===== config.mk =====
export PLATFORM = sky130hd
export DESIGN_NAME = rbst_merge
export DESIGN_NICKNAME = d
export VERILOG_FILES = /design/src/rtl/core/rbst_pkg.sv /design/src/rtl/core/rbst_merge.sv
export SDC_FILE = /design/constraint.sdc
export NUM_CORES = 1
export LEC_CHECK = 0
export CELL_PAD_IN_SITES_DETAIL_PLACEMENT = 1
export CELL_PAD_IN_SITES_GLOBAL_PLACEMENT = 1
export CORE_ASPECT_RATIO = 2
export CORE_MARGIN = 2
export CORE_UTILIZATION = 35
export DETAILED_ROUTE_END_ITERATION = 6
export DONT_BUFFER_PORTS = 1
export PLACE_DENSITY = 0.67
export SKIP_LAST_GASP = 1
export SYNTH_ARGS = -nofsm -noshare
export SYNTH_HDL_FRONTEND = slang
export SYNTH_SLANG_ARGS = --single-unit

===== constraint.sdc =====
create_clock -name clk_i -period 5.9 [get_ports clk_i]
set_clock_uncertainty 0.15 [all_clocks]
set_input_delay 0.295 -clock clk_i [delete_from_list [all_inputs] [get_ports clk_i]]
set_output_delay 0.295 -clock clk_i [all_outputs]
set_load 0.05 [all_outputs]

===== src/rtl/core/rbst_pkg.sv =====
// Shared types and widths for the ray versus box slab test.
// No dependencies; imported by every module of the block.
`default_nettype none

package rbst_pkg;

  localparam int CoordW = 32;
  localparam int DiffW  = CoordW + 1;
  localparam int OpW    = CoordW + 2;
  localparam int ProdW  = 2 * CoordW + 2;
  localparam int TolW   = 16;
  localparam int AxisN  = 3;
  localparam int MaskW  = 3;

  localparam logic [0:0] ReqLoad = 1'b0;
  localparam logic [0:0] ReqTest = 1'b1;

  localparam logic [ProdW-1:0] ProdMin = {1'b1, {(ProdW-1){1'b0}}};
  localparam logic [ProdW-1:0] ProdMax = {1'b0, {(ProdW-1){1'b1}}};

  typedef struct packed {
    logic s1;
    logic s2;
    logic s3;
    logic s4;
    logic s5;
    logic s6;
  } stage_en_t;

  typedef struct packed {
    logic             fail;
    logic [ProdW-1:0] lo;
    logic [ProdW-1:0] hi;
  } lane_res_t;

endpackage

`default_nettype wire


===== src/rtl/core/rbst_merge.sv =====
// Entry/exit reduction over the three lanes and the final gap compare.
// Depends on rbst_pkg; stages four to six driven by the top level enables.
`default_nettype none

module rbst_merge
  import rbst_pkg::*;
(
  input  logic             clk_i,
  input  stage_en_t        en_i,
  input  lane_res_t        lane_i [AxisN],
  input  logic [ProdW-1:0] tolp_i,
  output logic             hit_o
);

  logic [ProdW-1:0]        e01_q, l01_q, lo2_q, hi2_q;
  logic                    fail4_q;
  logic [ProdW-1:0]        enter_d, leave_d, enter_q, leave_q;
  logic                    fail5_q;
  logic signed [ProdW:0]   gap;
  logic                    hit_q;

  always_ff @(posedge clk_i) begin
    if (en_i.s4) begin
      e01_q   <= ($signed(lane_i[0].lo) > $signed(lane_i[1].lo)) ? lane_i[0].lo : lane_i[1].lo;
      l01_q   <= ($signed(lane_i[0].hi) < $signed(lane_i[1].hi)) ? lane_i[0].hi : lane_i[1].hi;
      lo2_q   <= lane_i[2].lo;
      hi2_q   <= lane_i[2].hi;
      fail4_q <= lane_i[0].fail || lane_i[1].fail || lane_i[2].fail;
    end
  end

  assign enter_d = ($signed(e01_q) > $signed(lo2_q)) ? e01_q : lo2_q;
  assign leave_d = ($signed(l01_q) < $signed(hi2_q)) ? l01_q : hi2_q;

  always_ff @(posedge clk_i) begin
    if (en_i.s5) begin
      enter_q <= enter_d;
      leave_q <= leave_d;
      fail5_q <= fail4_q;
    end
  end

  assign gap = $signed({leave_q[ProdW-1], leave_q}) - $signed({enter_q[ProdW-1], enter_q});

  always_ff @(posedge clk_i) begin
    if (en_i.s6) begin
      hit_q <= !fail5_q && (gap > $signed({1'b0, tolp_i}));
    end
  end

  assign hit_o = hit_q;

endmodule

`default_nettype wire


Yosys cells after proc, flatten, opt, wreduce, memory -nomap -nowiden

Index checks and enable logic that the tools add are counted.

Flip-flop bits (word level): 399
Input bits: 472
Output and inout port bits: 1
Word-level logic and storage cells: 23

$add $sub $neg: 1
Order comparisons: 5
Multiplexer cells: 4
Reductions and logical operators: 4

Operators by type and width:

| cell                | number |
|---|---|
| $mux W66            | 4 |
| $gt A66 B66 Y1      | 2 |
| $lt A66 B66 Y1      | 2 |
| $gt A67 B67 Y1      | 1 |
| $sub A66 B66 Y67    | 1 |
| $logic_or A1 B1 Y1  | 2 |
| $logic_and A1 B1 Y1 | 1 |
| $logic_not A1 Y1    | 1 |

Longest topological paths before layout

Gate-level depths: netlist of run 1.

Depth in word-level cells: 3
Gate-level depth with buffers: 23
Gate-level depth less buffers: 23

Least setup slack after synthesis of run 1

Ideal clock, no wire load.

Path type: register to register
From: register leave_q[17]
To: register hit_q, in the netlist hit_o (data pin)
Setup time: 0.258 ns
Arrival time: 4.162 ns
Data required time: 5.492 ns
Slack: 1.330 ns
Stages on the path, launching flop included: 22
Buffers on the path: 1
Period minus slack after synthesis: 4.570 ns
Cell sequence: edfxtp_1 -> ha_1 -> clkbuf_1 -> nand4_1 -> nor4_1 -> nand3_1 -> o22a_1 -> nor2b_1 -> o31ai_1 -> nand4_1 -> nand3b_1 -> xor2_1 -> ha_1 -> a21o_1 -> a21o_1 -> a21oi_1 -> o21ai_0 -> a221oi_1 -> o21ai_0 -> a221oi_1 -> nor3_1 -> o221a_2

Longest elaborated chain between the ends: 3

Ends and longest elaborated chain:

| what                   | line             | source |
|---|---|---|
| start, declared        | rbst_merge.sv:17 | `logic [ProdW-1:0] enter_d, leave_d, enter_q, leave_q;` |
| start signal, assigned | rbst_merge.sv:38 | `leave_q <= leave_d;` |
| $sub A66 B66 Y67       | rbst_merge.sv:43 | `assign gap = $signed({leave_q[ProdW-1], leave_q}) - $signed({enter_q[ProdW-1], enter_q});` |
| $gt A67 B67 Y1         | rbst_merge.sv:47 | `hit_q <= !fail5_q && (gap > $signed({1'b0, tolp_i}));` |
| $logic_and A1 B1 Y1    | rbst_merge.sv:47 |  |
| end signal, assigned   | rbst_merge.sv:47 |  |
| end, declared          | rbst_merge.sv:20 | `logic hit_q;` |

No other way between the ends.
A chain may end at the register's enable or synchronous reset.

Final worst setup path of run 1

From: register leave_q[26]
To: register hit_q, in the netlist hit_o (data pin)

The elaborated chain is that of the path after synthesis.

==> metrics.log, run 1 <==
[metrics] peak supply drop: 281 uV
[metrics] H-tree depth: 2
[metrics] Critical Path Start Type: register
[metrics] number of hold buffers added after cts: 400
[metrics] number of buffer cells added on primary ports: 0
[metrics] maximum clock rate: roughly 180 MHz
[metrics] actual transition at the worst max-transition pin: 0.953 ns
[metrics] least setup slack across all paths after layout: 0.352 ns
[metrics] Post-CTS Setup Repair Bufs: 0
[metrics] number of hold violations in the final report: 138
[metrics] post-DR wirelength/cell: about 25 um
[metrics] Bufs on Longest Clock Path: 3
[metrics] GRT Resource Usage Total: 23.6%
[metrics] vias per std cell: roughly 5.3
[metrics] required time worst endpoint: 6.10 ns
[metrics] fillers: 8406
[metrics] period utilization: between 90 and 100%
[metrics] later-pin clock latency in the skew report: approximately 0.60 ns
[metrics] Slew headroom: approximately 36%
[metrics] synth top area cells: edfxtp_1, ha_1, mux2_2, inv_1, a21o_1
[metrics] type of the tightest min-delay check: input port to register
[metrics] slowest stage cell on the critical path: o31ai_1
[metrics] count of nets left with antenna violations after detail routing: 0
[metrics] final wirelength: between 90 and 100 mm
[metrics] die width: ~200 um
[metrics] area after detailed placement: ~29000 um2
[metrics] setup repair after global routing missed its margin: false
[metrics] final RePlAce weighted congestion: about 0.89
[metrics] worst hold stages: 0
[metrics] number of slew-limit violations in the final report: 0
[metrics] share of the synthesized area in the top cell type: a little over two fifths
[metrics] post-route worst hold slack: -0.275 ns
[metrics] Worst Setup End Kind: register
[metrics] initial antenna violation count: 26
[metrics] number of max-cap violations: 0
[metrics] TritonCTS sink count: roughly 400
[metrics] Critical Path, Cell by Cell: ha_1, nand4_1, nor4_1, nand3_1, o22a_1, nor2b_1, o31ai_1, nand4_1, nand3b_1, xor2_1, ha_1, a21o_1, a21o_1, a21oi_1, o21ai_0, a221oi_1, o21ai_0, a221oi_1, nor3_1, o221a_2
[metrics] row cnt: approximately 150
[metrics] DRC violations left: 0
[metrics] net count after synthesis: around 3300
[metrics] most frequent standard cell in the layout excluding fill and tap cells: inv_1
[metrics] first-pass GRT wire length: 144 mm
[metrics] Worst R2R End: hit_o$_DFFE_PP_
[metrics] Initial Utilization: a little over a third
[metrics] violations in the final reports: negative hold slack
[metrics] beginning of the worst hold path: en_i[2]
[metrics] number of enable flip-flop cells after synthesis: about 400
[metrics] total core area: 78000 um2
[metrics] layout cells sized above 1: roughly an eighth
[metrics] I/O pin count: 473
[metrics] synthesized area divided by synthesized cell count: approximately 11 um2
[metrics] total global routing overflow: 0
[metrics] r2r setup slk: ~0.35 ns
[metrics] DRT Pass-1 Iters: 4
[metrics] depth of the worst register-to-register path: 20
[metrics] signed area change from the synthesized netlist to the final layout: 24.1%
[metrics] final setup violation count: 0
[metrics] post-route cell area: between 30000 and 40000 um2
[metrics] violation count after the first detailed-route iteration: around 850
[metrics] Syn Std Cell Area: 27500 um2
[metrics] critical path start-end classification: register to register
[metrics] largest net degree at the start of global routing: 266
[metrics] pre-CTS setup slack: between 0.3 and 0.4 ns
[metrics] final HPWL from detailed placement: ~74 mm
[metrics] share of flip-flops with an asynchronous set or reset: 0%
[metrics] largest fanout on the critical path: 7
[metrics] Final nets: between 3000 and 4000
[metrics] predominant post-synthesis flop cell: edfxtp_1
[metrics] TNS Setup: 0 ns
[metrics] final worst path period need: 5.55 ns
[metrics] most frequent cells in the layout: inv_1, edfxtp_1, dlygate4sd3_1
[metrics] proportion of synthesized chip area in sequential cells: 43.5%
[metrics] vias in the first global route: about 24000
[metrics] total clock buffers created by CTS: 43
[metrics] CP arrival: approximately 5.8 ns
[metrics] leakage power: 15.4 nW
[metrics] Chip Height: between 400 and 500 um
[metrics] number of warnings issued by yosys: 0
[metrics] post-synth cell types: 73
[metrics] overall die area: approximately 81000 um2
[metrics] clock tree from TritonCTS: yes
[metrics] top cell type by total area after synthesis: edfxtp_1
[metrics] WHS Endpoint: l01_q[24]$_DFFE_PP_
[metrics] pwr dens: between 300 and 400 nW/um2
[metrics] register bit total from synthesis: ~400
[metrics] cell count after synthesis: approximately 2400
[metrics] clock-pin transition on the worst setup and hold timing paths: 0.07 ns
[metrics] longest individual stage delay on the worst path: roughly 0.47 ns
[metrics] Root Driver: clkbuf_16
[metrics] RR Startpoint: leave_q[26]$_DFFE_PP_
[metrics] Via Count: slightly above 20000
[metrics] outcome: finished, violations left
what timing repair did:
item / CTS / global route
gates resized for setup: 0 / 1
setup endpoints to repair: 0 / 1
hold endpoints to repair: 664 / 265
power by group:
| part | switching [mW] | total [mW] | internal (mW) |
|---|---|---|---|
| combinational | 2.29 | 4.26 | 1.97 |
| sequential | 0.191 | 3.78 | 3.59 |
| clock | 1.25 | 2.83 | 1.58 |
| total | 3.73 | 10.9 | 7.13 |
registers in the layout (all words and copies together), names as in the netlist:
signal	flops
fail5_q	1
lo2_q	66
e01_q	66
leave_q	66
hi2_q	66
l01_q	66
enter_q	66
fail4_q	1
hit_o	1
area by class of cell:
class	count	area [um2]	area share, %
Tap cell	1029	1290	3.77
Sequential cell	399	12000	35.0
Clock inverter	30	333	0.973
Timing Repair Buffer	416	4180	12.2
Clock buffer	48	1090	3.20
Multi-Input combinational cell	1568	13700	40.1
Inverter	412	1550	4.52
Antenna cell	18	45.0	0.132
worst max path at each step:
| stage | slack [ns] | depth (start not counted) | start | endpoint |
|---|---|---|---|---|
| final | 0.35 | 20 | leave_q[26]$_DFFE_PP_ | hit_o$_DFFE_PP_ |
| after detailed placement | 0.31 | 21 | leave_q[26]$_DFFE_PP_ | hit_o$_DFFE_PP_ |
| after global placement | 0.36 | 20 | leave_q[25]$_DFFE_PP_ | hit_o$_DFFE_PP_ |
| after global routing | 0.08 | 21 | leave_q[26]$_DFFE_PP_ | hit_o$_DFFE_PP_ |
| after CTS | 0.29 | 21 | leave_q[26]$_DFFE_PP_ | hit_o$_DFFE_PP_ |
| after floorplan | 1.33 | 21 | leave_q[17]$_DFFE_PP_ | hit_o$_DFFE_PP_ |
synthesized netlist by cell type (all sizes together) (8+ instances only):
library cell,number
o31ai,12
a21o,157
clkbuf,28
o211ai,14
nand2b,16
nor4,13
a31oi,14
and3,8
ha,394
nand3,20
edfxtp,399
o21bai,12
nand4,94
inv,412
o21ai,79
xor2,28
nor3,14
nor2,64
xnor2,34
buf,28
a21oi,152
mux2,265
nor2b,23
nand2,67
critical path, delay by kind of cell, from the launching register on:
family	cells	cell delay, ns
AO/OA/AOI/OAI	10	2.63
XOR/XNOR	1	0.16
adder cells (fa/ha/maj)	2	0.70
flip-flops	1	0.39
AND/OR/NAND/NOR	7	1.30
per-layer routing:
metal	wire, um	vias to the layer above	track usage, %
li1	-	9721	-
met1	34200	10100	23.4
met2	53000	537	46.2
met3	4910	193	4.85
met4	4630	24	10.6
met5	166	-	0
through the flow:
stage / utilization [%] / instances / power (mW) / hold WS (ns)
2_1_floorplan: - / 2435 / 6.49 / 0.244
3_3_place_gp: 36.8 / 3424 / 7.59 / 0.244
3_5_place_dp: 36.8 / 3424 / 7.75 / 0.244
4_1_cts: 43.8 / 3902 / 11.0 / -0.361
5_1_grt: 43.8 / 3918 / 11.5 / -0.323
6_report: 43.8 / 3920 / 10.9 / -0.275
cells by family after synthesis:
kind of cell / count (synthesis) / share of synthesized area, %
and+or+nand+nor: 342 / 6.51
AOI/OAI and AO/OA: 502 / 11.8
xor gates and xnor gates: 62 / 1.97
buffers and inverters: 468 / 6.76
adders and majority gates: 395 / 18.0
muxes: 267 / 11.5
DFF: 399 / 43.5
No activity file was read; power rests on OpenSTA's default activity.
==> inputs of run 2 (changes only) <==
--- a/config.mk
+++ b/config.mk
@@ -5,14 +5,13 @@
 export SDC_FILE = /design/constraint.sdc
 export NUM_CORES = 1
 export LEC_CHECK = 0
-export CELL_PAD_IN_SITES_DETAIL_PLACEMENT = 1
-export CELL_PAD_IN_SITES_GLOBAL_PLACEMENT = 1
+export ABC_AREA = 1
 export CORE_ASPECT_RATIO = 2
 export CORE_MARGIN = 2
 export CORE_UTILIZATION = 35
 export DETAILED_ROUTE_END_ITERATION = 6
 export DONT_BUFFER_PORTS = 1
-export PLACE_DENSITY = 0.67
+export PLACE_DENSITY = 0.57
 export SKIP_LAST_GASP = 1
 export SYNTH_ARGS = -nofsm -noshare
 export SYNTH_HDL_FRONTEND = slang
==> run 2 against run 1 <==
The flow now finishes without violations. Highest routed layer unchanged. Combinational power is 28% higher. Via count up 29%. Count of clock-buffer cells in the layout shrank 2. Synthesized area increased by 8.0%. Critical endpoint unchanged. Power grew 12%. First-iteration DRC count rose by 110%. Cell area grew 5.9%. Critical path depth rose by 1. Synthesized cell count up 48%. Hold slack improved by 0.29 ns. Non-clock buffer count grew 2.
==> metrics.log, run 2 <==
[metrics] outcome: completed
[metrics] register bit total from synthesis: roughly 400
[metrics] clock tree from TritonCTS: yes
[metrics] CP arrival: between 5 and 6 ns
[metrics] actual transition at the worst max-transition pin: about 0.96 ns
[metrics] post-DR wirelength/cell: 22.3 um
[metrics] required time worst endpoint: a little over 6 ns
[metrics] maximum clock rate: 196 MHz
[metrics] number of hold violations in the final report: 0
[metrics] die width: 210 um
[metrics] largest net degree at the start of global routing: 266
[metrics] later-pin clock latency in the skew report: around 0.60 ns
[metrics] final wirelength: ~110 mm
[metrics] final HPWL from detailed placement: approximately 90 mm
[metrics] depth of the worst register-to-register path: 21
[metrics] pre-CTS setup slack: roughly 0.86 ns
[metrics] DRT Pass-1 Iters: 6
[metrics] total global routing overflow: 0
[metrics] cell count after synthesis: roughly 3600
[metrics] violation count after the first detailed-route iteration: between 1500 and 2000
[metrics] share of flip-flops with an asynchronous set or reset: 0%
[metrics] type of the tightest min-delay check: input port to register
[metrics] most frequent cells after synthesis: nand2_1, inv_1, edfxtp_1
[metrics] beginning of the worst hold path: en_i[1]
[metrics] Final nets: approximately 4800
[metrics] Worst R2R End: hit_o$_DFFE_PP_
[metrics] DRC violations left: 0
[metrics] GRT Resource Usage Total: about a quarter
[metrics] top cell type by total area after synthesis: edfxtp_1
[metrics] least setup slack across all paths after layout: roughly 0.79 ns
[metrics] Via Count: roughly 27000
[metrics] vias per std cell: 5.24
[metrics] most frequent standard cell in the layout excluding fill and tap cells: nand2_1
[metrics] r2r setup slk: between 0.7 and 0.8 ns
[metrics] WHS Endpoint: fail5_q$_DFFE_PP_
[metrics] initial antenna violation count: 12
[metrics] net count after synthesis: between 4000 and 5000
[metrics] proportion of synthesized chip area in sequential cells: 40.3%
[metrics] total core area: roughly 84000 um2
[metrics] worst hold stages: 1
[metrics] predominant post-synthesis flop cell: edfxtp_1
[metrics] largest fanout on the critical path: 4
[metrics] final RePlAce weighted congestion: roughly 0.98
[metrics] first-pass GRT wire length: about 170 mm
[metrics] Slew headroom: around 36%
[metrics] number of buffer cells added on primary ports: 0
[metrics] count leader, synth: nand2_1
[metrics] Total Power Consumption: ~12 mW
[metrics] Root Driver: clkbuf_16
[metrics] critical path start-end classification: register to register
[metrics] number of slew-limit violations in the final report: 0
[metrics] number of enable flip-flop cells after synthesis: 399
[metrics] Critical Path Start Type: register
[metrics] period utilization: 86.6%
[metrics] final worst path period need: roughly 5.1 ns
[metrics] startpoint of the worst setup timing path: enter_q[0]$_DFFE_PP_
[metrics] leakage power: 17.0 nW
[metrics] clock-pin transition on the worst setup and hold timing paths: roughly 0.070 ns
[metrics] vias in the first global route: 27300
[metrics] number of warnings issued by yosys: 0
[metrics] layout cells sized above 1: under 10%
[metrics] count of nets left with antenna violations after detail routing: 0
[metrics] pwr dens: approximately 340 nW/um2
[metrics] RR Startpoint: enter_q[0]$_DFFE_PP_
[metrics] synthesized area divided by synthesized cell count: a little over 8 um2
[metrics] TNS Setup: 0 ns
[metrics] Chip Height: between 400 and 500 um
[metrics] final setup violation count: 0
[metrics] Bufs on Longest Clock Path: 3
[metrics] row cnt: roughly 150
[metrics] total clock buffers created by CTS: 41
[metrics] setup repair after global routing missed its margin: false
[metrics] number of max-cap violations: 0
[metrics] most frequent cells in the layout: nand2_1, inv_1, edfxtp_1
[metrics] share of the synthesized area in the top cell type: 40.3%
[metrics] Initial Utilization: roughly a third
[metrics] overall die area: between 80000 and 90000 um2
[metrics] signed area change from the synthesized netlist to the final layout: 21.7%
[metrics] Syn Std Cell Area: between 20000 and 30000 um2
[metrics] I/O pin count: between 400 and 500
[metrics] post-synth cell types: 46
[metrics] synth top area cells: edfxtp_1, ha_1, nand2_1, inv_1, nand3_1
[metrics] peak supply drop: about 240 uV
[metrics] Post-CTS Setup Repair Bufs: 0
[metrics] TritonCTS sink count: 399
[metrics] Worst Setup End Kind: register
[metrics] H-tree depth: 2
==> run 2: logic make-up (layout without fill, tap and decap cells) <==
logic type / after synthesis / after routing / synth area share (%)
compound gates: 458 / 458 / 8.43
xor+xnor: 58 / 58 / 1.71
fa+ha+maj: 395 / 395 / 16.6
buf+inv: 708 / 1088 / 9.56
flops: 399 / 399 / 40.3
other cells: 0 / 10 / 0
simple gates: 1578 / 1578 / 23.4
==> run 2: worst max path at each step <==
stage | to | cells past startpoint
2_1_floorplan | hit_o$_DFFE_PP_ | 29
3_3_place_gp | hit_o$_DFFE_PP_ | 21
3_5_place_dp | hit_o$_DFFE_PP_ | 21
4_1_cts | hit_o$_DFFE_PP_ | 22
5_1_grt | hit_o$_DFFE_PP_ | 26
6_report | hit_o$_DFFE_PP_ | 21
==> run 2: power by group <==
part / switching [mW] / internal (mW) / total, mW
Clock: 1.18 / 1.64 / 2.83
Combinational: 3.55 / 1.88 / 5.44
Sequential: 0.264 / 3.67 / 3.93
Total: 5.00 / 7.19 / 12.2
==> run 2: per-stage QoR <==
step | hold WS [ns] | instances | cell area (um2) | util, %
floorplan | 0.244 | 3596 | 29800 | -
global placement | 0.244 | 4574 | 30700 | 36.3
detailed placement | 0.244 | 4574 | 30700 | 36.3
CTS | -0.354 | 5044 | 36100 | 42.8
global route | 0.0123 | 5054 | 36200 | 42.9
finish | 0.0109 | 5057 | 36200 | 42.9
==> run 2: area by class of cell <==
| cell class | count | area (um2) |
|---|---|---|
| Clock inverter | 28 | 350 |
| Antenna cell | 10 | 25.0 |
| Multi-Input combinational cell | 2489 | 15000 |
| Fill cell | 8398 | 48200 |
| Tap cell | 1071 | 1340 |
| Timing Repair Buffer | 418 | 4190 |
| Inverter | 596 | 2240 |
| Sequential cell | 399 | 12000 |
| Clock buffer | 46 | 1090 |
==> run 2: what timing repair did <==
| action | 4_1_cts | 5_1_grt |
|---|---|---|
| endpoints found under the hold margin | 662 | 147 |
| resized for setup | 0 | 0 |
| hold buffers | 396 | 3 |
==> run 2: critical path, stage by stage (launching register included) <==
cell and delay, ns:
edfxtp_1 0.37, ha_1 0.21, inv_1 0.27, fa_1 0.33, nand2_1 0.07, nand2_1 0.06
o21ai_0 0.18, o21ai_0 0.31, nand2_1 0.08, nand2_1 0.13, a21oi_1 0.14, o21ai_0 0.31
nand4_1 0.38, nand3_1 0.20, nand2_1 0.08, ha_1 0.29, nand2_1 0.06, nor4_1 0.52
buf_4 0.25, a41oi_1 0.11, nand3_1 0.23, a21oi_1 0.10
==> run 2: per-layer routing <==
metal / vias up / global-route usage [%] / wire length, um
met1: 12300 / 25.0 / 38300
met2: 928 / 48.2 / 60100
met4: 4 / 17.8 / 9190
li1: 13000 / - / -
met3: 302 / 3.42 / 5270
met5: - / 0 / 14
==> inputs of run 3 (changes only) <==
--- a/config.mk
+++ b/config.mk
@@ -9,6 +9,7 @@
 export CORE_ASPECT_RATIO = 2
 export CORE_MARGIN = 2
 export CORE_UTILIZATION = 35
+export CTS_BUF_LIST = sky130_fd_sc_hd__clkbuf_4 sky130_fd_sc_hd__clkbuf_8
 export DETAILED_ROUTE_END_ITERATION = 6
 export DONT_BUFFER_PORTS = 1
 export PLACE_DENSITY = 0.57
==> run 3 against run 2 <==
The run now ends with negative hold slack left. Maximum frequency grew 0.89%. Non-clock buffer count grew 5. Power shrank 2.5%. Clock power shrank 11%. Critical path depth is the same.
==> metrics.log, run 3 (synthesis gave the netlist of run 2 again) <==
[metrics] clock tree from TritonCTS: yes
[metrics] least setup slack across all paths after layout: about 0.84 ns
[metrics] outcome: finished, violations left
[metrics] total clock buffers created by CTS: between 60 and 70
[metrics] vias in the first global route: about 28000
[metrics] clock-pin transition on the worst setup and hold timing paths: 0.06 ns
[metrics] final worst path period need: ~5 ns
[metrics] Final nets: between 4000 and 5000
[metrics] CP arrival: around 5.3 ns
[metrics] H-tree depth: 3
[metrics] setup repair after global routing missed its margin: false
[metrics] Bufs on Longest Clock Path: 3
[metrics] number of hold violations in the final report: 1
[metrics] Initial Utilization: a little over a third
[metrics] overall die area: between 80000 and 90000 um2
[metrics] leakage power: 17.0 nW
[metrics] final wirelength: about 110 mm
[metrics] I/O pin count: roughly 470
[metrics] Via Count: between 20000 and 30000
[metrics] post-route worst hold slack: -0.0129 ns
[metrics] required time worst endpoint: approximately 6.2 ns
[metrics] number of max-cap violations: 0
[metrics] total core area: 84500 um2
[metrics] type of the tightest min-delay check: input port to register
[metrics] Critical Path Start Type: register
[metrics] Chip Height: 416 um
[metrics] final setup violation count: 0
[metrics] pre-CTS setup slack: a little under 0.9 ns
[metrics] later-pin clock latency in the skew report: slightly below 0.7 ns
[metrics] DRC violations left: 0
[metrics] most frequent cells in the layout: nand2_1, inv_1, dlygate4sd3_1
[metrics] maximum clock rate: about 200 MHz
[metrics] peak supply drop: around 170 uV
[metrics] count of nets left with antenna violations after detail routing: 0
[metrics] period utilization: around 86%
[metrics] critical path start-end classification: register to register
[metrics] number of hold buffers added after cts: about 400
[metrics] signed area change from the synthesized netlist to the final layout: 21.4%
[metrics] final RePlAce weighted congestion: 0.979
[metrics] violation count after the first detailed-route iteration: 1796
[metrics] die width: roughly 210 um
[metrics] number of buffer cells added on primary ports: 0
[metrics] violations in the final reports: negative hold slack
[metrics] post-DR wirelength/cell: between 20 and 25 um
[metrics] Post-CTS Setup Repair Bufs: 0
[metrics] post-route cell area: 36100 um2
[metrics] initial antenna violation count: 12
[metrics] DRT Pass-1 Iters: 5
[metrics] GRT Resource Usage Total: 25.5%
[metrics] TritonCTS sink count: 399
[metrics] first-pass GRT wire length: around 170 mm
[metrics] largest fanout on the critical path: 4
[metrics] layout cells sized above 1: approximately 4.1%
[metrics] area after detailed placement: between 30000 and 40000 um2
[metrics] row cnt: around 150
[metrics] largest net degree at the start of global routing: ~270
[metrics] vias per std cell: roughly 5.2
[metrics] Total Power Consumption: ~12 mW
[metrics] Root Driver: clkbuf_8
[metrics] TNS Setup: 0 ns
[metrics] Post-Route Utilization: between 40% and 50%
[metrics] most frequent standard cell in the layout excluding fill and tap cells: nand2_1
[metrics] Worst Setup End Kind: register
[metrics] final HPWL from detailed placement: around 90 mm
[metrics] actual transition at the worst max-transition pin: 1.03 ns
[metrics] total global routing overflow: 0
[metrics] Gates resized, CTS repair: 0
[metrics] number of slew-limit violations in the final report: 0
[metrics] Slew headroom: roughly a third
[metrics] pwr dens: 329 nW/um2
## run 3: metal layers
layer	up-vias	track usage [%]	share of wire [%]
met1	12400	24.9	34
met4	10	19.4	8.4
li1	13000	-	-
met2	947	47.8	53
met5	-	0	0.047
met3	311	3.84	4.8
## run 3: worst paths after layout
kind / start / end / slack (ns) / cells past startpoint
setup reg to reg: enter_q[0]$_DFFE_PP_ / hit_o$_DFFE_PP_ / 0.84 / 21
setup / recovery: enter_q[0]$_DFFE_PP_ / hit_o$_DFFE_PP_ / 0.84 / 21
hold reg to reg: fail4_q$_DFFE_PP_ / fail5_q$_DFFE_PP_ / 0.29 / 0
hold / removal: en_i[2] / e01_q[22]$_DFFE_PP_ / -0.01 / 1
## run 3: per-stage QoR
stage | std cells | hold WS (ns)
CTS | 5092 | -0.506
global route | 5098 | 0.0200
finish | 5100 | -0.0129
detailed placement | 4574 | 0.244
floorplan | 3596 | 0.244
global placement | 4574 | 0.244
## run 3: critical path, stage by stage, from the launching register on
cell,delay (ns)
edfxtp_1,0.37
ha_1,0.21
inv_1,0.27
fa_1,0.33
nand2_1,0.07
nand2_1,0.06
o21ai_0,0.17
o21ai_0,0.32
nand2_1,0.08
nand2_1,0.13
a21oi_1,0.14
o21ai_0,0.31
nand4_1,0.39
nand3_1,0.20
nand2_1,0.08
ha_1,0.29
nand2_1,0.07
nor4_1,0.49
buf_4,0.24
a41oi_1,0.11
nand3_1,0.23
a21oi_1,0.10
## run 3: where the power goes
| part | internal (mW) | switching, mW | total (mW) | leakage [nW] |
|---|---|---|---|---|
| Clock | 1.33 | 1.19 | 2.52 | 0.701 |
| Sequential | 3.67 | 0.263 | 3.93 | 3.91 |
| Combinational | 1.89 | 3.55 | 5.44 | 12.4 |
## run 3: final cells by class
cell class / count / area [um2]
clock inverters: 30 / 240
flip-flops and latches: 399 / 12000
clock buffers: 86 / 1070
fillers: 8453 / 48300
inverters: 596 / 2240
well taps: 1071 / 1340
multi-input cells: 2489 / 15000
repair buffers: 423 / 4240
diodes: 6 / 15.0
